File: config.mk
export PLATFORM = sky130hd
export DESIGN_NAME = json_string_unescape_flat
export DESIGN_NICKNAME = d
export VERILOG_FILES = /design/src/sv/jsu_pkg.sv /design/src/sv/jsu_in_if.sv /design/src/sv/jsu_out_if.sv /design/src/sv/json_string_unescape.sv /design/src/sv/jsu_front.sv /design/src/sv/jsu_queue.sv /design/src/sv/jsu_back.sv /design/src/flat_wrapper.sv
export SDC_FILE = /design/constraint.sdc
export NUM_CORES = 1
export LEC_CHECK = 0
export BUFFER_PORTS_ARGS = -buffer_cell sky130_fd_sc_hd__buf_2
export CAP_MARGIN = 20
export CORE_MARGIN = 1.5
export CORE_UTILIZATION = 30
export CTS_CLUSTER_SIZE = 12
export DETAILED_ROUTE_END_ITERATION = 8
export GPL_ROUTABILITY_DRIVEN = 0
export GPL_TIMING_DRIVEN = 1
export PLACE_DENSITY = 0.51
export RECOVER_POWER = 50
export SLEW_MARGIN = 20
export SYNTH_ARGS = -nofsm -noshare
export SYNTH_HDL_FRONTEND = slang
export SYNTH_SLANG_ARGS = --single-unit
File: constraint.sdc
create_clock -name clk -period 6.7 [get_ports clk]
set_input_delay 0.67 -clock clk [delete_from_list [all_inputs] [get_ports clk]]
set_output_delay 0.67 -clock clk [all_outputs]
set_load 0.01 [all_outputs]
File: src/sv/jsu_pkg.sv
`timescale 1ns / 1ps

package jsu_pkg;

  localparam int PKT_BYTES = 5;
  localparam int QUEUE_DEPTH_DEF = 2;

  typedef enum logic [1:0] {
    MODE_PLAIN = 2'd0,
    MODE_ESC   = 2'd1,
    MODE_HEX   = 2'd2
  } scan_mode_t;

  // One input byte's worth of results, handed from the front end to the back end.
  typedef struct packed {
    logic [PKT_BYTES-1:0][7:0] bytes;
    logic [2:0]                count;
    logic                      fin;
  } jsu_pkt_t;

  localparam logic [7:0] CH_BSLASH = 8'h5C;
  localparam logic [7:0] CH_QMARK  = 8'h3F;
  localparam logic [7:0] CH_B      = 8'h62;
  localparam logic [7:0] CH_F      = 8'h66;
  localparam logic [7:0] CH_N      = 8'h6E;
  localparam logic [7:0] CH_R      = 8'h72;
  localparam logic [7:0] CH_T      = 8'h74;
  localparam logic [7:0] CH_U      = 8'h75;

  localparam logic [7:0] CTL_BS = 8'h08;
  localparam logic [7:0] CTL_FF = 8'h0C;
  localparam logic [7:0] CTL_LF = 8'h0A;
  localparam logic [7:0] CTL_CR = 8'h0D;
  localparam logic [7:0] CTL_HT = 8'h09;

  localparam logic [15:0] CP_MAX1 = 16'h007F;
  localparam logic [15:0] CP_MAX2 = 16'h07FF;
  localparam logic [7:0]  LEAD2   = 8'hC0;
  localparam logic [7:0]  LEAD3   = 8'hE0;
  localparam logic [7:0]  CONT    = 8'h80;

endpackage

File: src/sv/jsu_in_if.sv
`timescale 1ns / 1ps

interface jsu_in_if;
  logic       valid;
  logic       ready;
  logic [7:0] in_byte;
  logic       final_byte;

  modport source (output valid, in_byte, final_byte, input ready);
  modport sink   (input valid, in_byte, final_byte, output ready);
endinterface

File: src/sv/jsu_out_if.sv
`timescale 1ns / 1ps

interface jsu_out_if;
  logic       valid;
  logic       ready;
  logic [7:0] out_byte;
  logic       byte_valid;
  logic       run_last;
  logic       string_done;

  modport source (output valid, out_byte, byte_valid, run_last, string_done, input ready);
  modport sink   (input valid, out_byte, byte_valid, run_last, string_done, output ready);
endinterface

File: src/sv/json_string_unescape.sv
`timescale 1ns / 1ps

// Channel      Direction  Payload
// in_stream    sink       in_byte[7:0], final_byte
// out_stream   source     out_byte[7:0], byte_valid, run_last, string_done
//
// The front end decodes one input byte per cycle while the packet queue is not full
// into a packet of up to five output bytes; the back end sends one output byte per
// cycle while out_stream.ready is high, so an input byte that expands into k results
// holds the back end for k transfers. Packets pass the queue, then the output stage.
// in_stream.ready drops only while the packet queue is full.
// Reset is synchronous and clears the scan state, the queue and the output stage.

module json_string_unescape
  import jsu_pkg::*;
#(
  parameter int QUEUE_DEPTH = QUEUE_DEPTH_DEF
) (
  input  logic      clk,
  input  logic      rst,
  jsu_in_if.sink    in_stream,
  jsu_out_if.source out_stream
);

  logic     push;
  logic     q_full;
  logic     pop;
  logic     q_valid;
  jsu_pkt_t push_pkt;
  jsu_pkt_t q_pkt;

  jsu_front u_front (
    .clk      (clk),
    .rst      (rst),
    .in_stream(in_stream),
    .q_full   (q_full),
    .push     (push),
    .push_pkt (push_pkt)
  );

  jsu_queue #(
    .DEPTH(QUEUE_DEPTH)
  ) u_queue (
    .clk      (clk),
    .rst      (rst),
    .push     (push),
    .push_pkt (push_pkt),
    .full     (q_full),
    .pop      (pop),
    .pop_pkt  (q_pkt),
    .not_empty(q_valid)
  );

  jsu_back u_back (
    .clk       (clk),
    .rst       (rst),
    .q_valid   (q_valid),
    .q_pkt     (q_pkt),
    .pop       (pop),
    .out_stream(out_stream)
  );

`ifndef SYNTHESIS
  a_no_overflow: assert property (@(posedge clk) disable iff (rst)
    push |-> !q_full)
    else $error("packet written into a full queue");

  a_no_underflow: assert property (@(posedge clk) disable iff (rst)
    pop |-> q_valid)
    else $error("packet taken from an empty queue");

  a_marker_ends_string: assert property (@(posedge clk) disable iff (rst)
    out_stream.valid && !out_stream.byte_valid |-> out_stream.string_done)
    else $error("end marker outside the end of a string");

  a_idle_after_reset: assert property (@(posedge clk)
    !rst && $past(rst) |-> !out_stream.valid)
    else $error("output valid straight after reset");
`endif

endmodule

File: src/sv/jsu_front.sv
`timescale 1ns / 1ps

module jsu_front
  import jsu_pkg::*;
(
  input  logic     clk,
  input  logic     rst,
  jsu_in_if.sink   in_stream,
  input  logic     q_full,
  output logic     push,
  output jsu_pkt_t push_pkt
);

  scan_mode_t  mode, mode_next;
  logic [1:0]  dc, dc_next;
  logic [15:0] cp, cp_next;
  logic [7:0]  hd [3];
  logic [7:0]  hd_next [3];

  logic        accept;
  logic [7:0]  b;
  logic        fin;
  logic        hex_ok;
  logic [3:0]  hex_val;
  logic [15:0] cp_shift;
  logic [2:0]  n;

  always_comb begin
    hex_ok  = 1'b1;
    hex_val = 4'd0;
    if (b >= 8'h30 && b <= 8'h39) begin
      hex_val = 4'(b - 8'h30);
    end else if (b >= 8'h61 && b <= 8'h66) begin
      hex_val = 4'(b - 8'h57);
    end else if (b >= 8'h41 && b <= 8'h46) begin
      hex_val = 4'(b - 8'h37);
    end else begin
      hex_ok = 1'b0;
    end
  end

  assign b        = in_stream.in_byte;
  assign fin      = in_stream.final_byte;
  assign cp_shift = {cp[11:0], hex_val};
  assign in_stream.ready = !q_full;
  assign accept   = in_stream.valid && !q_full;

  always_comb begin
    push_pkt  = '0;
    n         = 3'd0;
    mode_next = mode;
    dc_next   = dc;
    cp_next   = cp;
    hd_next   = hd;

    unique case (mode)
      MODE_ESC: begin
        mode_next = MODE_PLAIN;
        case (b)
          CH_B: begin push_pkt.bytes[n] = CTL_BS; n = n + 3'd1; end
          CH_F: begin push_pkt.bytes[n] = CTL_FF; n = n + 3'd1; end
          CH_N: begin push_pkt.bytes[n] = CTL_LF; n = n + 3'd1; end
          CH_R: begin push_pkt.bytes[n] = CTL_CR; n = n + 3'd1; end
          CH_T: begin push_pkt.bytes[n] = CTL_HT; n = n + 3'd1; end
          CH_U: begin
            mode_next = MODE_HEX;
            dc_next   = 2'd0;
            cp_next   = 16'd0;
          end
          default: begin push_pkt.bytes[n] = b; n = n + 3'd1; end
        endcase
      end
      MODE_HEX: begin
        if (!hex_ok) begin
          // Give up on the escape: emit the marker and the digits, then rescan.
          push_pkt.bytes[n] = CH_QMARK;
          n = n + 3'd1;
          for (int i = 0; i < 3; i++) begin
            if (2'(i) < dc) begin
              push_pkt.bytes[n] = hd[i];
              n = n + 3'd1;
            end
          end
          mode_next = MODE_PLAIN;
          dc_next   = 2'd0;
          cp_next   = 16'd0;
          if (b == CH_BSLASH) begin
            mode_next = MODE_ESC;
          end else begin
            push_pkt.bytes[n] = b;
            n = n + 3'd1;
          end
        end else if (dc == 2'd3) begin
          if (cp_shift <= CP_MAX1) begin
            push_pkt.bytes[0] = cp_shift[7:0];
            n = 3'd1;
          end else if (cp_shift <= CP_MAX2) begin
            push_pkt.bytes[0] = LEAD2 | {3'b000, cp_shift[10:6]};
            push_pkt.bytes[1] = CONT | {2'b00, cp_shift[5:0]};
            n = 3'd2;
          end else begin
            push_pkt.bytes[0] = LEAD3 | {4'b0000, cp_shift[15:12]};
            push_pkt.bytes[1] = CONT | {2'b00, cp_shift[11:6]};
            push_pkt.bytes[2] = CONT | {2'b00, cp_shift[5:0]};
            n = 3'd3;
          end
          mode_next = MODE_PLAIN;
          dc_next   = 2'd0;
          cp_next   = 16'd0;
        end else begin
          hd_next[dc] = b;
          dc_next     = dc + 2'd1;
          cp_next     = cp_shift;
        end
      end
      default: begin
        if (b == CH_BSLASH) begin
          mode_next = MODE_ESC;
        end else begin
          push_pkt.bytes[n] = b;
          n = n + 3'd1;
        end
      end
    endcase

    // On the final byte, clear the scan state; inside a unicode escape, flush what was collected.
    if (fin) begin
      if (mode_next == MODE_HEX) begin
        push_pkt.bytes[n] = CH_QMARK;
        n = n + 3'd1;
        for (int i = 0; i < 3; i++) begin
          if (2'(i) < dc_next) begin
            push_pkt.bytes[n] = hd_next[i];
            n = n + 3'd1;
          end
        end
      end
      mode_next = MODE_PLAIN;
      dc_next   = 2'd0;
      cp_next   = 16'd0;
    end

    push_pkt.count = n;
    push_pkt.fin   = fin;
  end

  assign push = accept && (n != 3'd0 || fin);

  always_ff @(posedge clk) begin
    if (rst) begin
      mode <= MODE_PLAIN;
      dc   <= 2'd0;
      cp   <= 16'd0;
    end else if (accept) begin
      mode <= mode_next;
      dc   <= dc_next;
      cp   <= cp_next;
    end
  end

  always_ff @(posedge clk) begin
    if (accept) begin
      hd <= hd_next;
    end
  end

endmodule

File: src/sv/jsu_queue.sv
`timescale 1ns / 1ps

module jsu_queue
  import jsu_pkg::*;
#(
  parameter int DEPTH = QUEUE_DEPTH_DEF
) (
  input  logic     clk,
  input  logic     rst,
  input  logic     push,
  input  jsu_pkt_t push_pkt,
  output logic     full,
  input  logic     pop,
  output jsu_pkt_t pop_pkt,
  output logic     not_empty
);

  localparam int PTR_W = (DEPTH > 1) ? $clog2(DEPTH) : 1;
  localparam int CNT_W = $clog2(DEPTH + 1);
  localparam logic [PTR_W-1:0] PTR_LAST = PTR_W'(DEPTH - 1);
  localparam logic [CNT_W-1:0] CNT_FULL = CNT_W'(DEPTH);

  jsu_pkt_t         entries [DEPTH];
  logic [PTR_W-1:0] wr_ptr;
  logic [PTR_W-1:0] rd_ptr;
  logic [CNT_W-1:0] fill;

  assign full      = (fill == CNT_FULL);
  assign not_empty = (fill != '0);
  assign pop_pkt   = entries[rd_ptr];

  always_ff @(posedge clk) begin
    if (push) begin
      entries[wr_ptr] <= push_pkt;
    end
  end

  always_ff @(posedge clk) begin
    if (rst) begin
      wr_ptr <= '0;
      rd_ptr <= '0;
      fill   <= '0;
    end else begin
      if (push) begin
        wr_ptr <= (wr_ptr == PTR_LAST) ? '0 : wr_ptr + PTR_W'(1);
      end
      if (pop) begin
        rd_ptr <= (rd_ptr == PTR_LAST) ? '0 : rd_ptr + PTR_W'(1);
      end
      if (push && !pop) begin
        fill <= fill + CNT_W'(1);
      end else if (pop && !push) begin
        fill <= fill - CNT_W'(1);
      end
    end
  end

endmodule

File: src/sv/jsu_back.sv
`timescale 1ns / 1ps

module jsu_back
  import jsu_pkg::*;
(
  input  logic     clk,
  input  logic     rst,
  input  logic     q_valid,
  input  jsu_pkt_t q_pkt,
  output logic     pop,
  jsu_out_if.source out_stream
);

  logic       busy;
  jsu_pkt_t   cur;
  logic [2:0] idx;
  logic       last;
  logic       xfer;

  // A packet with no bytes is the end marker of a string.
  assign last = (cur.count == 3'd0) || (idx == cur.count - 3'd1);
  assign xfer = busy && out_stream.ready;
  assign pop  = q_valid && (!busy || (xfer && last));

  assign out_stream.valid       = busy;
  assign out_stream.out_byte    = (cur.count == 3'd0) ? 8'h00 : cur.bytes[idx];
  assign out_stream.byte_valid  = (cur.count != 3'd0);
  assign out_stream.run_last    = last;
  assign out_stream.string_done = last && cur.fin;

  always_ff @(posedge clk) begin
    if (rst) begin
      busy <= 1'b0;
      idx  <= 3'd0;
    end else if (pop) begin
      busy <= 1'b1;
      idx  <= 3'd0;
    end else if (xfer) begin
      if (last) begin
        busy <= 1'b0;
      end
      idx <= idx + 3'd1;
    end
  end

  always_ff @(posedge clk) begin
    if (pop) begin
      cur <= q_pkt;
    end
  end

endmodule

File: src/flat_wrapper.sv
// flat-port wrapper written by rule: the top's interface ports become plain ports
module json_string_unescape_flat import jsu_pkg::*;
#(
  parameter int QUEUE_DEPTH = QUEUE_DEPTH_DEF
)
  (clk, rst, in_stream_valid, in_stream_in_byte, in_stream_final_byte, in_stream_ready, out_stream_valid, out_stream_out_byte, out_stream_byte_valid, out_stream_run_last, out_stream_string_done, out_stream_ready);
  jsu_in_if in_stream_i ();
  jsu_out_if out_stream_i ();
  input  logic clk;
  input  logic rst;
  input wire logic [$bits(in_stream_i.valid)-1:0] in_stream_valid;
  input wire logic [$bits(in_stream_i.in_byte)-1:0] in_stream_in_byte;
  input wire logic [$bits(in_stream_i.final_byte)-1:0] in_stream_final_byte;
  output wire logic [$bits(in_stream_i.ready)-1:0] in_stream_ready;
  output wire logic [$bits(out_stream_i.valid)-1:0] out_stream_valid;
  output wire logic [$bits(out_stream_i.out_byte)-1:0] out_stream_out_byte;
  output wire logic [$bits(out_stream_i.byte_valid)-1:0] out_stream_byte_valid;
  output wire logic [$bits(out_stream_i.run_last)-1:0] out_stream_run_last;
  output wire logic [$bits(out_stream_i.string_done)-1:0] out_stream_string_done;
  input wire logic [$bits(out_stream_i.ready)-1:0] out_stream_ready;
  assign in_stream_i.valid = in_stream_valid;
  assign in_stream_i.in_byte = in_stream_in_byte;
  assign in_stream_i.final_byte = in_stream_final_byte;
  assign in_stream_ready = in_stream_i.ready;
  assign out_stream_valid = out_stream_i.valid;
  assign out_stream_out_byte = out_stream_i.out_byte;
  assign out_stream_byte_valid = out_stream_i.byte_valid;
  assign out_stream_run_last = out_stream_i.run_last;
  assign out_stream_string_done = out_stream_i.string_done;
  assign out_stream_i.ready = out_stream_ready;
  json_string_unescape #(.QUEUE_DEPTH(QUEUE_DEPTH)) u_core (.clk(clk), .rst(rst), .in_stream(in_stream_i), .out_stream(out_stream_i));
endmodule
==> Yosys cells after proc, flatten, opt, wreduce, memory -nomap -nowiden <==
Memory sizes are Yosys's and may differ from the RTL's. A register that Yosys moved wholly into a read port is not among the register bits.
Index checks and enable logic that the tools add are counted.
{ "op_classes": {"n_reduce_logical": 37, "mux": 117, "eq_ne": 14, "bitwise": 4, "add_sub_neg": 17, "n_lt_le_gt_ge": 31} }
{ "op_table": {"columns": ["operator", "n"], "rows": [
  ["$mux 40", 16],
  ["$bwmux 40", 6],
  ["$demux 8 s3", 7],
  ["$mux 8", 16],
  ["$mux 24", 5],
  ["$mux 3", 19],
  ["$eq 8x7->1 const B", 7],
  ["$mux 12", 4],
  ["$pmux 8 s6", 1],
  ["$lt 3x4->1 const B", 8],
  ["$mux 16", 2],
  ["$mux 32", 1],
  ["$or 30x30->30", 1],
  ["$mux 2", 14],
  ["$add 3x1->3 const B", 8],
  ["$bmux 8 s3", 1],
  ["$bwmux 24", 1],
  ["$pmux 12 s2", 1],
  ["$ge 3x1->1 const B", 7],
  ["$logic_and 1x1->1", 19],
  ["$demux 8 s2", 1],
  ["$ge 8x7->1 const B", 2],
  ["$le 16x11->1 const B", 1],
  ["$le 16x7->1 const B", 1],
  ["34 further kinds", 71]
]} }
{ "word_totals": {"wordCells": 232, "input_bits": 13, "ramBits": 88, "ff_bits": 48, "memories": 1} }
{ "mem_list": {"columns": ["memory", "words", "width", "read_ports", "rd_ports_with_merged_regs", "write_ports", "line_no", "rtl"], "rows": [
  ["u_core.u_queue.entries", 2, 44, 1, 1, 1, "jsu_queue.sv:23", "jsu_pkt_t entries [DEPTH];"]
]} }

==> Depth between registers and ports, before layout <==
Gate-level depths: netlist (run 1).
{ "depth": {"word_depth": 39, "depth_mapped": 23} }

==> By module <==
A second synthesis (run 1) with hierarchy kept.
{ "hier_totals": {"hier_cells": 1054, "hier_area_um2": 11183.2} }
{ "by_module_without_submodules": {"columns": ["module", "area_per_inst_um2", "instances", "cells_per_inst"], "rows": [
  ["jsu_front", 5803.1, 1, 788],
  ["jsu_queue", 3398.3, 1, 159],
  ["jsu_back", 1981.9, 1, 107]
]} }

==> Least setup slack after synthesis (run 1) <==
No wires, ideal clock.
{ "synth_timing": {"kind": "input -> register", "from": "input port in_stream_in_byte[1]", "to": "memory u_core.u_queue.entries[0][3] in the netlist's numbering, data pin", "required_ns": 6.415, "setup_slack_ns": 0.990, "arrival_ns": 5.425, "stages": 22, "path_cell_list": "clkbuf_1 inv_1 ha_1 o21bai_1 a21oi_1 a2111oi_0 o31ai_4 buf_4 ha_1 buf_1 clkbuf_1 xnor2_1 ha_1 o21a_1 ha_1 nor2b_1 a21o_1 a41oi_1 o32ai_1 or3_1 nand3_1 xnor2_1"} }
{ "synth_lines": {"columns": ["item", "line_no", "rtl"], "rows": [
  ["from (decl)", "flat_wrapper.sv:12", "input wire logic [$bits(in_stream_i.in_byte)-1:0] in_stream_in_byte;"],
  ["to (decl)", "jsu_queue.sv:23", null]
]} }

==> parameters.txt, run 1 <==
Parameter                              Value

Yosys
  Register area share after synthesis    0.477
  Post-Syn Nets    around 1,100
  Yosys warns    0
  Mapped cell area    about 11,000 um^2
  Count of state elements after synthesis    180
  Synth Flop Type    edfxtp_1
  Number of enable flip-flop cells after synthesis    about 160
  Post-Synthesis Cells    about 1,000
  Average footprint of a synthesized cell    10.6 um^2
  Number of library cell types mapped by synthesis    just under 90
  Async set or reset register ratio after synthesis    0

Timing
  Total Negative Setup Slacks    0 ns
  Setup repair after global routing missed its margin    false
  Worst setup slack after layout    slightly above 0.8 ns
  FMAX    approximately 0.17 GHz
  Setup violations, final    0
  Slew margin rel.    -0.846
  Slew at the pin closest to its max-slew limit    between 2 and 3 ns
  Final Hold Violating Endpoints    0
  Number of pins with negative max-slew slack in the final report    ~160
  Layout Skew    between 0.02 and 0.025 ns
  Fin crit share    0.878
  Fin crit period    5.89 ns

Worst setup path
  Critical path origin    in_stream_in_byte[0]
  Critical path peak fanout    28
  Kind of end point of the critical path    flop
  Data arrival time of the worst path    just over 6 ns
  Category of the critical setup timing path    in -> reg
  End point of the critical path    u_core.u_queue.entries[0][29]
  Number of cells on the worst reg-to-reg path    17
  Crit start category    input pin
  Reg-to-reg critical path endpoint    u_core.u_queue.entries[0][29]
  Worst path required time    6.85 ns
  R2r setup slk    1.06 ns
  R2R Path Start    u_core.u_front.mode[0]

Die
  Starting density of the core    0.305
  Width of the chip    193 um
  Area of the core    35,600 um^2
  I/O pins    26
  Total Die Area    37,300 um^2
  Count of standard-cell rows    69
  Vertical die dimension    between 150 and 200 um

Routing
  Final wirelength    approximately 37,000 um
  Iteration count of the initial detailed-routing pass    5
  DRC errors left    0
  Wire length per cell    between 20 and 25 um
  Total via count after detailed routing    approximately 9,000
  Initial DRC count    ~1,300
  Mean number of vias per cell    6.01
  Post-route ant nets    0

Job
  Number of maximum-capacitance constraint violations    4

Outcome
  Failing checks    max-capacitance violations, max-slew violations
  Result of the run    complete, but fails checks

Power and ir drop
  Max rail drop VDD    0.000282 V
  Pwr Density    roughly 260 nW/um^2
  Total power    roughly 3.2 mW
  Leakage    slightly below 4 nW

Placed design
  Instance area after placement    approximately 11,000 um^2
  Quantity of I/O buffers inserted on ports    25
  Worst Setup Slack post-DPL    around 0.53 ns
  DP HPWL    between 20,000 and 30,000 um

Global route
  Aggregate global routing overflow    0
  Global routing usage summed across all routing layers    0.201
  Initial antenna violation count    0
  Wire length of the first global-routing pass    approximately 55,000 um
  Number of global-route vias before repair    ~8,400
  Maximum number of pins on one net before global-route repair    50

Layout
  Final cell area excluding filler cells    about 12,000 um^2
  Number of nets in the layout    ~1,100
  Number of antenna diodes    0
  Layout Area Growth over Synthesis    11.0%
  Ratio of cells with drive above 1 in the final layout    0.135

Clock network
  H-tree lvl count    4
  CTS Sinks    between 150 and 200
  TritonCTS clock tree    done
  TritonCTS buffer count    17
  Clock Root Buffer    clkbuf_16
  Latest clock arrival within the worst-skew pair    between 0.4 and 0.5 ns
  Clock input transition at the sequential cells of the worst setup and hold paths    0.07 ns
  Number of buffers inserted by post-CTS setup repair    0
  Post-cts resize count    0
  Number of hold buffers added after CTS    0
  Number of buffers between clock root and the deepest sink    2

Hold path
  Type of the tightest min-delay check    reg -> reg
==> cells in the mapped netlist, drive strengths merged (10+ instances only) <==
cell type,number,area [um^2]
edfxtp,156,4680
a21o,11,82.6
nor2,74,278
dfxtp,24,480
a211oi,16,120
a22oi,47,353
nand2,92,345
nand3,21,105
a21oi,62,310
o211ai,24,180
o21ai,63,323
mux2,59,664
inv,29,111
buf,18,90.1
o221ai,28,245
nand2b,10,62.6
ha,23,288
o22ai,14,87.6
xnor2,16,140
nor3,13,70.1
clkbuf,53,199
==> cells by family (layout without fill, tap and decap cells) <==
logic type | Yosys count | in the layout | synth area share
AOI/OAI and AO/OA | 344 | 344 | 0.224
and+or+nand+nor | 275 | 275 | 0.127
DFF | 180 | 180 | 0.477
buffers and inverters | 101 | 115 | 0.0373
muxes | 75 | 75 | 0.0853
xor gates and xnor gates | 24 | 24 | 0.0232
adders and majority gates | 23 | 23 | 0.0266
==> cell usage in the layout, fill, tap and decap left out, types with 17 or more instances in the layout <==
cell / n
ha_1: 23
nand3_1: 21
o21ai_0: 53
mux2_2: 44
inv_1: 28
o211ai_1: 24
clkbuf_1: 22
dfxtp_1: 23
nor2_1: 73
o221ai_1: 28
clkbuf_16: 17
buf_4: 18
a22oi_1: 47
a21oi_1: 61
nand2_1: 92
edfxtp_1: 156
==> per-stage QoR <==
stage                     hold WS [ns]   util  std cells
final                            0.518  0.338       1497
after floorplan                  0.464      -       1022
after detailed placement         0.504  0.323       1465
after CTS                        0.515  0.340       1497
after global routing             0.553  0.338       1497
after global placement           0.481  0.323       1465
==> worst max-delay path, cell delays in order <==
cell and delay (ns):
buf_2 0.21, inv_1 0.20, ha_1 0.31, o21bai_1 0.15, a21oi_1 0.65, a2111oi_0 0.24
o31ai_4 0.79, inv_4 0.28, nor2_1 0.20, xnor2_1 0.11, ha_1 0.24, xnor2_1 0.29
xnor3_1 0.27, nor4b_2 0.07, buf_4 0.22, a311oi_2 0.72, a21oi_1 0.14, a2bb2oi_1 0.25
==> where the power goes <==
| group | total (mW) | switching, mW | internal [mW] |
|---|---|---|---|
| combinational | 0.573 | 0.350 | 0.223 |
| clock | 1.02 | 0.464 | 0.559 |
| sequential | 1.59 | 0.0623 | 1.52 |
==> flip-flops by register name, indices dropped and copies added (netlist names) <==
register,flops
u_core.u_back.cur,44
u_core.u_back.idx,3
u_core.u_back.out_stream.valid,1
u_core.u_front.cp,12
u_core.u_front.dc,2
u_core.u_front.hd,24
u_core.u_front.mode,2
u_core.u_queue.entries,88
u_core.u_queue.fill,2
u_core.u_queue.rd_ptr,1
u_core.u_queue.wr_ptr,1
==> worst min-delay path by stage <==
stage	slack [ns]	cells past startpoint	end	from
CTS	0.52	2	u_core.u_queue.fill[1]	u_core.u_queue.fill[1]
global placement	0.48	2	u_core.u_queue.fill[1]	u_core.u_queue.fill[1]
floorplan	0.46	2	u_core.u_front.cp[2]	u_core.u_front.cp[2]
finish	0.52	2	u_core.u_queue.fill[1]	u_core.u_queue.fill[1]
detailed placement	0.50	2	u_core.u_queue.fill[1]	u_core.u_queue.fill[1]
global route	0.55	2	u_core.u_front.cp[2]	u_core.u_front.cp[2]
==> layer usage <==
metal  wire length (um)  track usage
met5                  0            0
met4               1500       0.0834
met3               2720       0.0384
met2              16500        0.312
met1              15900        0.274
==> area by class of cell <==
type	count	area (um^2)
repair buffers	53	283
multi-input cells	741	5290
clock inverters	15	169
well taps	461	577
fillers	3610	23500
inverters	30	115
clock buffers	17	425
flip-flops and latches	180	5170
(Power assumes the default switching activity.)
==> run 2: changes to the inputs <==
--- a/config.mk
+++ b/config.mk
@@ -7,2 +7,3 @@
 export LEC_CHECK = 0
+export ABC_AREA = 1
 export BUFFER_PORTS_ARGS = -buffer_cell sky130_fd_sc_hd__buf_2
==> constraint.sdc (replaced) <==
create_clock -name clk -period 6.45 [get_ports clk]
set_input_delay 0.645 -clock clk [delete_from_list [all_inputs] [get_ports clk]]
set_output_delay 0.645 -clock clk [all_outputs]
set_load 0.02 [all_outputs]
==> parameters.txt, run 2 <==
Parameter                              Value

Outcome
  Result of the run    complete, but fails checks
  Failing checks    max-capacitance violations, max-slew violations

Timing
  Setup violations, final    0 (unchanged)
  Post-Route Hold Slack    0.494 ns (-0.0239 ns)
  Final Hold Violating Endpoints    0 (unchanged)
  Number of pins with negative max-slew slack in the final report    145 (-12%)
  Layout Skew    0.0176 ns (-0.00369 ns)
  Worst setup slack after layout    0.798 ns (-0.0167 ns)
  Slew margin rel.    -0.570 (+0.276)
  Total Negative Setup Slacks    0 ns (unchanged)
  FMAX    roughly 0.18 GHz
  Fin crit share    0.876
  Setup repair after global routing missed its margin    false
  Slew at the pin closest to its max-slew limit    2.36 ns (-0.413 ns)
  Fin crit period    5.65 ns

Routing
  Mean number of vias per cell    5.29 (-12%)
  Total via count after detailed routing    10,900 (+21%)
  DRC errors left    0 (unchanged)
  Topmost layer with routed signal wires    met5
  Met1 wire length    17,600 um (+11%)
  Metal3 WL    4070 um (+50%)
  Initial DRC count    1,361 (+8.0%)
  Post-route ant nets    0 (unchanged)
  Final wirelength    40,800 um (+11%)
  Detailed-routed wire length on met2    17,000 um (+3.4%)
  Wire length per cell    19.7 um (-19%)
  Iteration count of the initial detailed-routing pass    7 (+2)

Power and ir drop
  Net switching share of the total power    0.341 (+0.0657)
  Power share of the clock group    0.305 (-0.017)
  Leakage    5.51 nW (+41%)
  Total power    3.51 mW (+10%)
  Internal Pwr Total    2.31 mW (+0.24%)
  Net switching power of the design    1.20 mW (+37%)
  Pwr Density    274 nW/um^2 (+3.8%)
  Sequential share of power    0.471 (-0.027)
  Max rail drop VDD    0.000193 V (-31%)
  Combinational share of power    0.223 (+0.043)

Yosys
  Mapped cell area    11,600 um^2 (+7.0%)
  Count of state elements after synthesis    180 (unchanged)
  Number of enable flip-flop cells after synthesis    156 (unchanged)
  Synth area leaders    edfxtp_1, nand2_1, nand3_1, dfxtp_1, nor2_1
  Number of library cell types mapped by synthesis    47 (-47%)
  Register area share after synthesis    0.445 (-0.0311)
  Synth Flop Type    edfxtp_1
  Post-Synthesis Cells    1,541 (+51%)
  Async set or reset register ratio after synthesis    0 (unchanged)
  Post-Syn Nets    1,577 (+49%)
  Most common cell in the netlist    nand2_1
  Largest area contributor in the synthesized netlist    edfxtp_1
  Synth top area share    0.404 (-0.0282)
  Average footprint of a synthesized cell    7.53 um^2 (-29%)
  Yosys warns    0 (unchanged)
  Ranking of synthesized cells by instance count    nand2_1, edfxtp_1, nor2_1

Layout
  Number of flip-flops under the largest register name    88 (unchanged)
  Most flops, register    u_core.u_queue.entries
  Number of antenna diodes    0 (unchanged)
  Ratio of cells with drive above 1 in the final layout    0.0811 (-0.0541)
  Sequential cell area    5160 um^2 (about the same)
  Layout filler cell count    4,070 (+13%)
  Layout Area Growth over Synthesis    10.2%
  Number of nets in the layout    1,577 (+49%)
  Post-layout instance count excluding filler cells    2,065 (+38%)
  Area occupied by multi-input gates    5590 um^2 (+5.6%)
  Final cell area excluding filler cells    12,800 um^2 (+6.2%)
  Post-layout utilization of the core    0.338 (-0.000555)
  Top flop regs    u_core.u_queue.entries (88), u_core.u_back.cur (44), u_core.u_front.hd (24)
  Most frequent cells in the layout    nand2_1, edfxtp_1, nor2_1, nand3_1, inv_1
  Leading cell type in the layout, fill and taps excluded    nand2_1

Clock network
  Latest clock arrival within the worst-skew pair    0.45 ns (about the same)
  TritonCTS clock tree    done
  CTS Sinks    180 (unchanged)
  Clock input transition at the sequential cells of the worst setup and hold paths    0.07 ns (about the same)
  H-tree lvl count    4 (unchanged)
  Number of buffers inserted by post-CTS setup repair    0 (unchanged)
  Number of hold buffers added after CTS    0 (unchanged)
  Number of buffers between clock root and the deepest sink    2 (unchanged)
  TritonCTS buffer count    17 (unchanged)
  Clock Root Buffer    clkbuf_16
  Post-cts resize count    0 (unchanged)

Worst setup path
  Worst path cell trace    clkbuf_1 > inv_1 > ha_1 > nand3_1 > nand3_1 > nand2_4 > nand2_1 > nor2_1 > inv_1 > o21ai_0 > nand2_1 > o21ai_0 > nand3_1 > buf_4 > inv_1 > buf_4 > nor2_1 > a21oi_1
  Kind of end point of the critical path    flop
  Number of cells on the worst reg-to-reg path    34 (+17)
  Critical Path Slowest Stage Cell    nor2_1
  Crit path largest cell delay    0.84 ns (+0.05 ns)
  Worst path required time    6.67 ns (-0.18 ns)
  Crit start category    input pin
  Data arrival time of the worst path    5.87 ns (-0.17 ns)
  Category of the critical setup timing path    in -> reg
  Critical path peak fanout    45 (+61%)

Hold path
  Type of the tightest min-delay check    reg -> reg
  Number of instances on the worst hold path    2 (unchanged)

Job
  Number of maximum-capacitance constraint violations    4 (unchanged)

Die
  Total Die Area    39,800 um^2 (+6.9%)
  Starting density of the core    0.306 (+0.00169)
  I/O pins    26 (unchanged)
  Vertical die dimension    200 um (+3.4%)
  Width of the chip    200 um (+3.4%)
  Area of the core    37,800 um^2 (+6.4%)
  Count of standard-cell rows    71 (+2.9%)

Global route
  Initial antenna violation count    1 (+1)
  Aggregate global routing overflow    0 (unchanged)
  Number of global-route vias before repair    9,981 (+18%)
  Wire length of the first global-routing pass    61,100 um (+11%)
  Maximum number of pins on one net before global-route repair    47 (-6.0%)
  Global routing usage summed across all routing layers    0.209 (+0.00779)

Placed design
  Quantity of I/O buffers inserted on ports    25 (unchanged)
  Instance area after placement    12,200 um^2 (+6.5%)
  DP HPWL    30,300 um (+18%)
  Worst Setup Slack post-DPL    0.816 ns (+0.287 ns)
  Cell Count Post-Placement    2,033 (+39%)
==> run 2: changes by cell type in the layout (fill, tap and decap cells not counted), moves of 15 or more <==
cell | before | now
a22oi_1 | 47 | 13
nor2_1 | 73 | 125
inv_1 | 28 | 111
inv_2 | 0 | 26
mux2_1 | 15 | 0
a21oi_1 | 61 | 85
o221ai_1 | 28 | 6
nand4_1 | 9 | 26
nand2_1 | 92 | 528
nand3_1 | 21 | 112
mux2_2 | 44 | 0
o21ai_0 | 53 | 94
==> run 2: routing by layer <==
metal,vias to the layer above,GRT usage
met4,2,0.0952
met3,128,0.0489
met2,594,0.313
met1,5016,0.283
met5,-,0
li1,5181,-
==> run 2: power by group through the flow <==
stage	Sequential [mW]	Clock [mW]	Combinational, mW
2_1_floorplan	1.66	0	0.523
3_3_place_gp	1.67	0	0.799
3_5_place_dp	1.67	0	0.806
4_1_cts	1.64	1.09	0.809
5_1_grt	1.67	1.13	0.887
6_report	1.65	1.07	0.783
==> run 2: cell type report <==
class | count | share of cell area
Multi-Input combinational cell | 1155 | 0.437
Sequential cell | 180 | 0.404
Tap cell | 511 | 0.0500
Inverter | 142 | 0.0417
Clock buffer | 17 | 0.0333
Timing Repair Buffer | 45 | 0.0193
Clock inverter | 15 | 0.0141
==> run 2: cells by family (layout without fill, tap and decap cells) <==
family          after synthesis  in the layout  synth area share
simple gates                848            848             0.313
compound gates              276            276             0.138
buf+inv                     206            219            0.0726
flops                       180            180             0.445
fa+ha+maj                    23             23            0.0248
xor+xnor                      7              7           0.00529
mux                           1              1          0.000863
==> run 2: final timing paths <==
check,from,end,slack (ns)
worst max-delay path,in_stream_in_byte[0],u_core.u_queue.entries[1][10],0.80
worst min-delay path,u_core.u_queue.fill[1],u_core.u_queue.fill[1],0.49
worst max register to register,u_core.u_front.dc[1],u_core.u_queue.fill[1],0.99
worst min register to register,u_core.u_queue.fill[1],u_core.u_queue.fill[1],0.49
==> run 2: worst max-delay path, delay by kind of cell <==
kind	cells	cell delay, ns
AO/OA/AOI/OAI	3	0.68
adder cells (fa/ha/maj)	1	0.33
buffers and inverters	6	2.12
AND/OR/NAND/NOR	8	2.06
==> run 3: changes to the inputs <==
Settings changed: CELL_PAD_IN_SITES_DETAIL_PLACEMENT from default to 0, CELL_PAD_IN_SITES_GLOBAL_PLACEMENT from default to 1, CTS_CLUSTER_DIAMETER from default to 200, PLACE_DENSITY 0.51 to 0.62.
==> parameters.txt, run 3 (synthesized netlist as in run 2, its figures left out) <==
Parameter                              Value

Layout
  Number of nets in the layout    1,578 (+0.063%)
  Final cell area excluding filler cells    12,800 um^2 (+0.16%)
  Most flops, register    u_core.u_queue.entries
  Leading cell type in the layout, fill and taps excluded    nand2_1
  Number of flip-flops under the largest register name    88 (unchanged)
  Layout Area Growth over Synthesis    10.3%
  Layout filler cell count    4,134 (+1.6%)
  Most frequent cells in the layout    nand2_1, edfxtp_1, nor2_1, inv_1, nand3_1
  Post-layout instance count excluding filler cells    2,066 (+0.048%)
  Top flop regs    u_core.u_queue.entries (88), u_core.u_back.cur (44), u_core.u_front.hd (24)
  Number of antenna diodes    0 (unchanged)
  Ratio of cells with drive above 1 in the final layout    0.0830 (+0.00188)

Job
  Number of maximum-capacitance constraint violations    3 (-1)

Global route
  Global routing usage summed across all routing layers    0.228 (+0.0196)
  Wire length of the first global-routing pass    66,100 um (+8.2%)
  Number of global-route vias before repair    9,991 (+0.10%)
  Maximum number of pins on one net before global-route repair    49 (+4.3%)
  Aggregate global routing overflow    0 (unchanged)
  Initial antenna violation count    0 (-1)

Routing
  Iteration count of the initial detailed-routing pass    6 (-1)
  Mean number of vias per cell    5.24 (-0.87%)
  DRC errors left    0 (unchanged)
  Final wirelength    44,300 um (+8.6%)
  Post-route ant nets    0 (unchanged)
  Total via count after detailed routing    10,800 (-0.82%)
  Wire length per cell    21.4 um (+8.6%)
  Initial DRC count    1,288 (-5.4%)

Clock network
  Post-cts resize count    0 (unchanged)
  Number of hold buffers added after CTS    0 (unchanged)
  CTS Sinks    180 (unchanged)
  Clock input transition at the sequential cells of the worst setup and hold paths    0.07 ns (about the same)
  TritonCTS buffer count    17 (unchanged)
  Number of buffers between clock root and the deepest sink    2 (unchanged)
  TritonCTS clock tree    done
  H-tree lvl count    4 (unchanged)
  Latest clock arrival within the worst-skew pair    0.47 ns (+0.02 ns)
  Number of buffers inserted by post-CTS setup repair    0 (unchanged)
  Clock Root Buffer    clkbuf_16

Timing
  Total Negative Setup Slacks    0 ns (unchanged)
  FMAX    0.171 GHz (-3.6%)
  Slew at the pin closest to its max-slew limit    2.40 ns (+0.0423 ns)
  Layout Skew    0.0165 ns (-0.00118 ns)
  Setup violations, final    0 (unchanged)
  Fin crit share    0.909 (+0.0328)
  Fin crit period    5.86 ns (+0.212 ns)
  Setup repair after global routing missed its margin    false
  Number of pins with negative max-slew slack in the final report    120 (-17%)
  Post-Route Hold Slack    0.494 ns (+0.0000500 ns)
  Slew margin rel.    -0.599 (-0.0282)
  Final Hold Violating Endpoints    0 (unchanged)

Die
  Count of standard-cell rows    71 (unchanged)
  I/O pins    26 (unchanged)
  Area of the core    37,800 um^2 (unchanged)
  Width of the chip    200 um (unchanged)
  Total Die Area    39,800 um^2 (unchanged)
  Starting density of the core    0.306 (unchanged)
  Vertical die dimension    200 um (unchanged)

Worst setup path
  Crit start category    input pin
  Data arrival time of the worst path    5.95 ns (+0.08 ns)
  Critical path peak fanout    48 (+6.7%)
  Most common cell type on the critical path    nand2_1
  Critical Path Slowest Stage Cell    nor2_1
  Worst path cell trace    buf_2 > inv_1 > ha_1 > nand2_1 > nand3_1 > nand2_4 > nand2_4 > clkbuf_1 > nand2_1 > nor2_1 > inv_1 > o21ai_0 > nand2_1 > o21ai_0 > nand3_2 > buf_4 > nor2_1 > nand2_1 > nand3_1 > nand2_1 > nor2_4 > buf_4
  R2r setup slk    0.86 ns (-0.13 ns)
  Crit path largest cell delay    0.81 ns (-0.03 ns)
  Reg-to-reg critical path endpoint    u_core.u_queue.fill[1]
  Category of the critical setup timing path    in -> reg
  Number of cells on the worst reg-to-reg path    33 (-2.9%)
  Worst path required time    6.54 ns (-0.13 ns)
  Kind of end point of the critical path    flop
  R2R Path Start    u_core.u_front.dc[1]

Power and ir drop
  Total power    3.55 mW (+1.2%)
  Power share of the clock group    0.313 (+0.008)
  Net switching power of the design    1.20 mW (+0.47%)
  Net switching share of the total power    0.338 (-0.00260)
  Max rail drop VDD    0.000186 V (-3.7%)
  Leakage    5.52 nW (+0.32%)
  Pwr Density    277 nW/um^2 (+1.1%)
  Sequential share of power    0.467 (-0.004)
  Combinational share of power    0.220 (-0.003)
  Internal Pwr Total    2.35 mW (+1.6%)

Hold path
  Hold endpoint    u_core.u_queue.fill[1]
  Type of the tightest min-delay check    reg -> reg
  Hold Path Origin    u_core.u_queue.fill[1]
  Number of instances on the worst hold path    2 (unchanged)

Placed design
  Cell Count Post-Placement    2,034 (+0.049%)
  DP HPWL    33,800 um (+11%)
  Instance area after placement    12,200 um^2 (about the same)
  Quantity of I/O buffers inserted on ports    25 (unchanged)

Outcome
  Failing checks    max-capacitance violations, max-slew violations
  Result of the run    complete, but fails checks
-- run 3: changes by cell type in the layout (fill, tap and decap cells not counted), moves of 2 or more --
cell / change
nand3_1: -2
inv_8: +2
buf_4: +2
clkinv_8: -2
nand3_2: +2
-- run 3: final cells by class --
cell class | count | area [um^2] | share of cell area
Timing Repair Buffer | 46 | 243 | 0.0190
Clock buffer | 17 | 425 | 0.0332
Multi-Input combinational cell | 1155 | 5590 | 0.437
Clock inverter | 15 | 201 | 0.0157
Inverter | 142 | 533 | 0.0417
Tap cell | 511 | 639 | 0.0500
Sequential cell | 180 | 5160 | 0.404
-- run 3: worst max-delay path by stage --
stage	to	cells after the start	slack (ns)	startpoint
2_1_floorplan	u_core.u_queue.entries[0][0]	28	0.40	u_core.u_front.dc[1]
3_3_place_gp	u_core.u_queue.entries[0][27]	30	0.94	in_stream_in_byte[0]
3_5_place_dp	u_core.u_queue.entries[0][34]	30	0.86	in_stream_in_byte[0]
4_1_cts	u_core.u_queue.entries[0][35]	29	1.02	u_core.u_front.dc[1]
5_1_grt	u_core.u_queue.entries[0][35]	22	0.23	in_stream_in_byte[0]
6_report	u_core.u_queue.entries[0][35]	22	0.59	in_stream_in_byte[0]
-- run 3: power by group through the flow --
stage	Combinational [mW]	Clock (mW)	Sequential [mW]
6_report	0.781	1.11	1.66
5_1_grt	0.876	1.18	1.68
4_1_cts	0.801	1.13	1.65
3_5_place_dp	0.798	0	1.67
3_3_place_gp	0.795	0	1.67
2_1_floorplan	0.523	0	1.66
-- run 3: through the flow --
step / setup WS, ns / util
2_1_floorplan: 0.399 / -
3_3_place_gp: 0.944 / 0.323
3_5_place_dp: 0.864 / 0.323
4_1_cts: 1.02 / 0.340
5_1_grt: 0.233 / 0.338
6_report: 0.587 / 0.338
-- run 3: per-layer routing --
| layer | track usage | wire length [um] | share of wire | vias up |
|---|---|---|---|---|
| met2 | 0.347 | 19300 | 0.44 | 419 |
| met5 | 0 | 0 | 0 | - |
| met4 | 0.0991 | 1810 | 0.041 | 0 |
| met1 | 0.317 | 20200 | 0.46 | 5149 |
| met3 | 0.0386 | 2980 | 0.067 | 75 |
| li1 | - | - | - | 5188 |
-- run 3: worst max-delay path, delay by kind of cell --
family	cells	cell delay, ns
AND/OR/NAND/NOR	13	2.47
adder cells (fa/ha/maj)	1	0.26
AO/OA/AOI/OAI	2	0.35
buffers and inverters	6	2.16
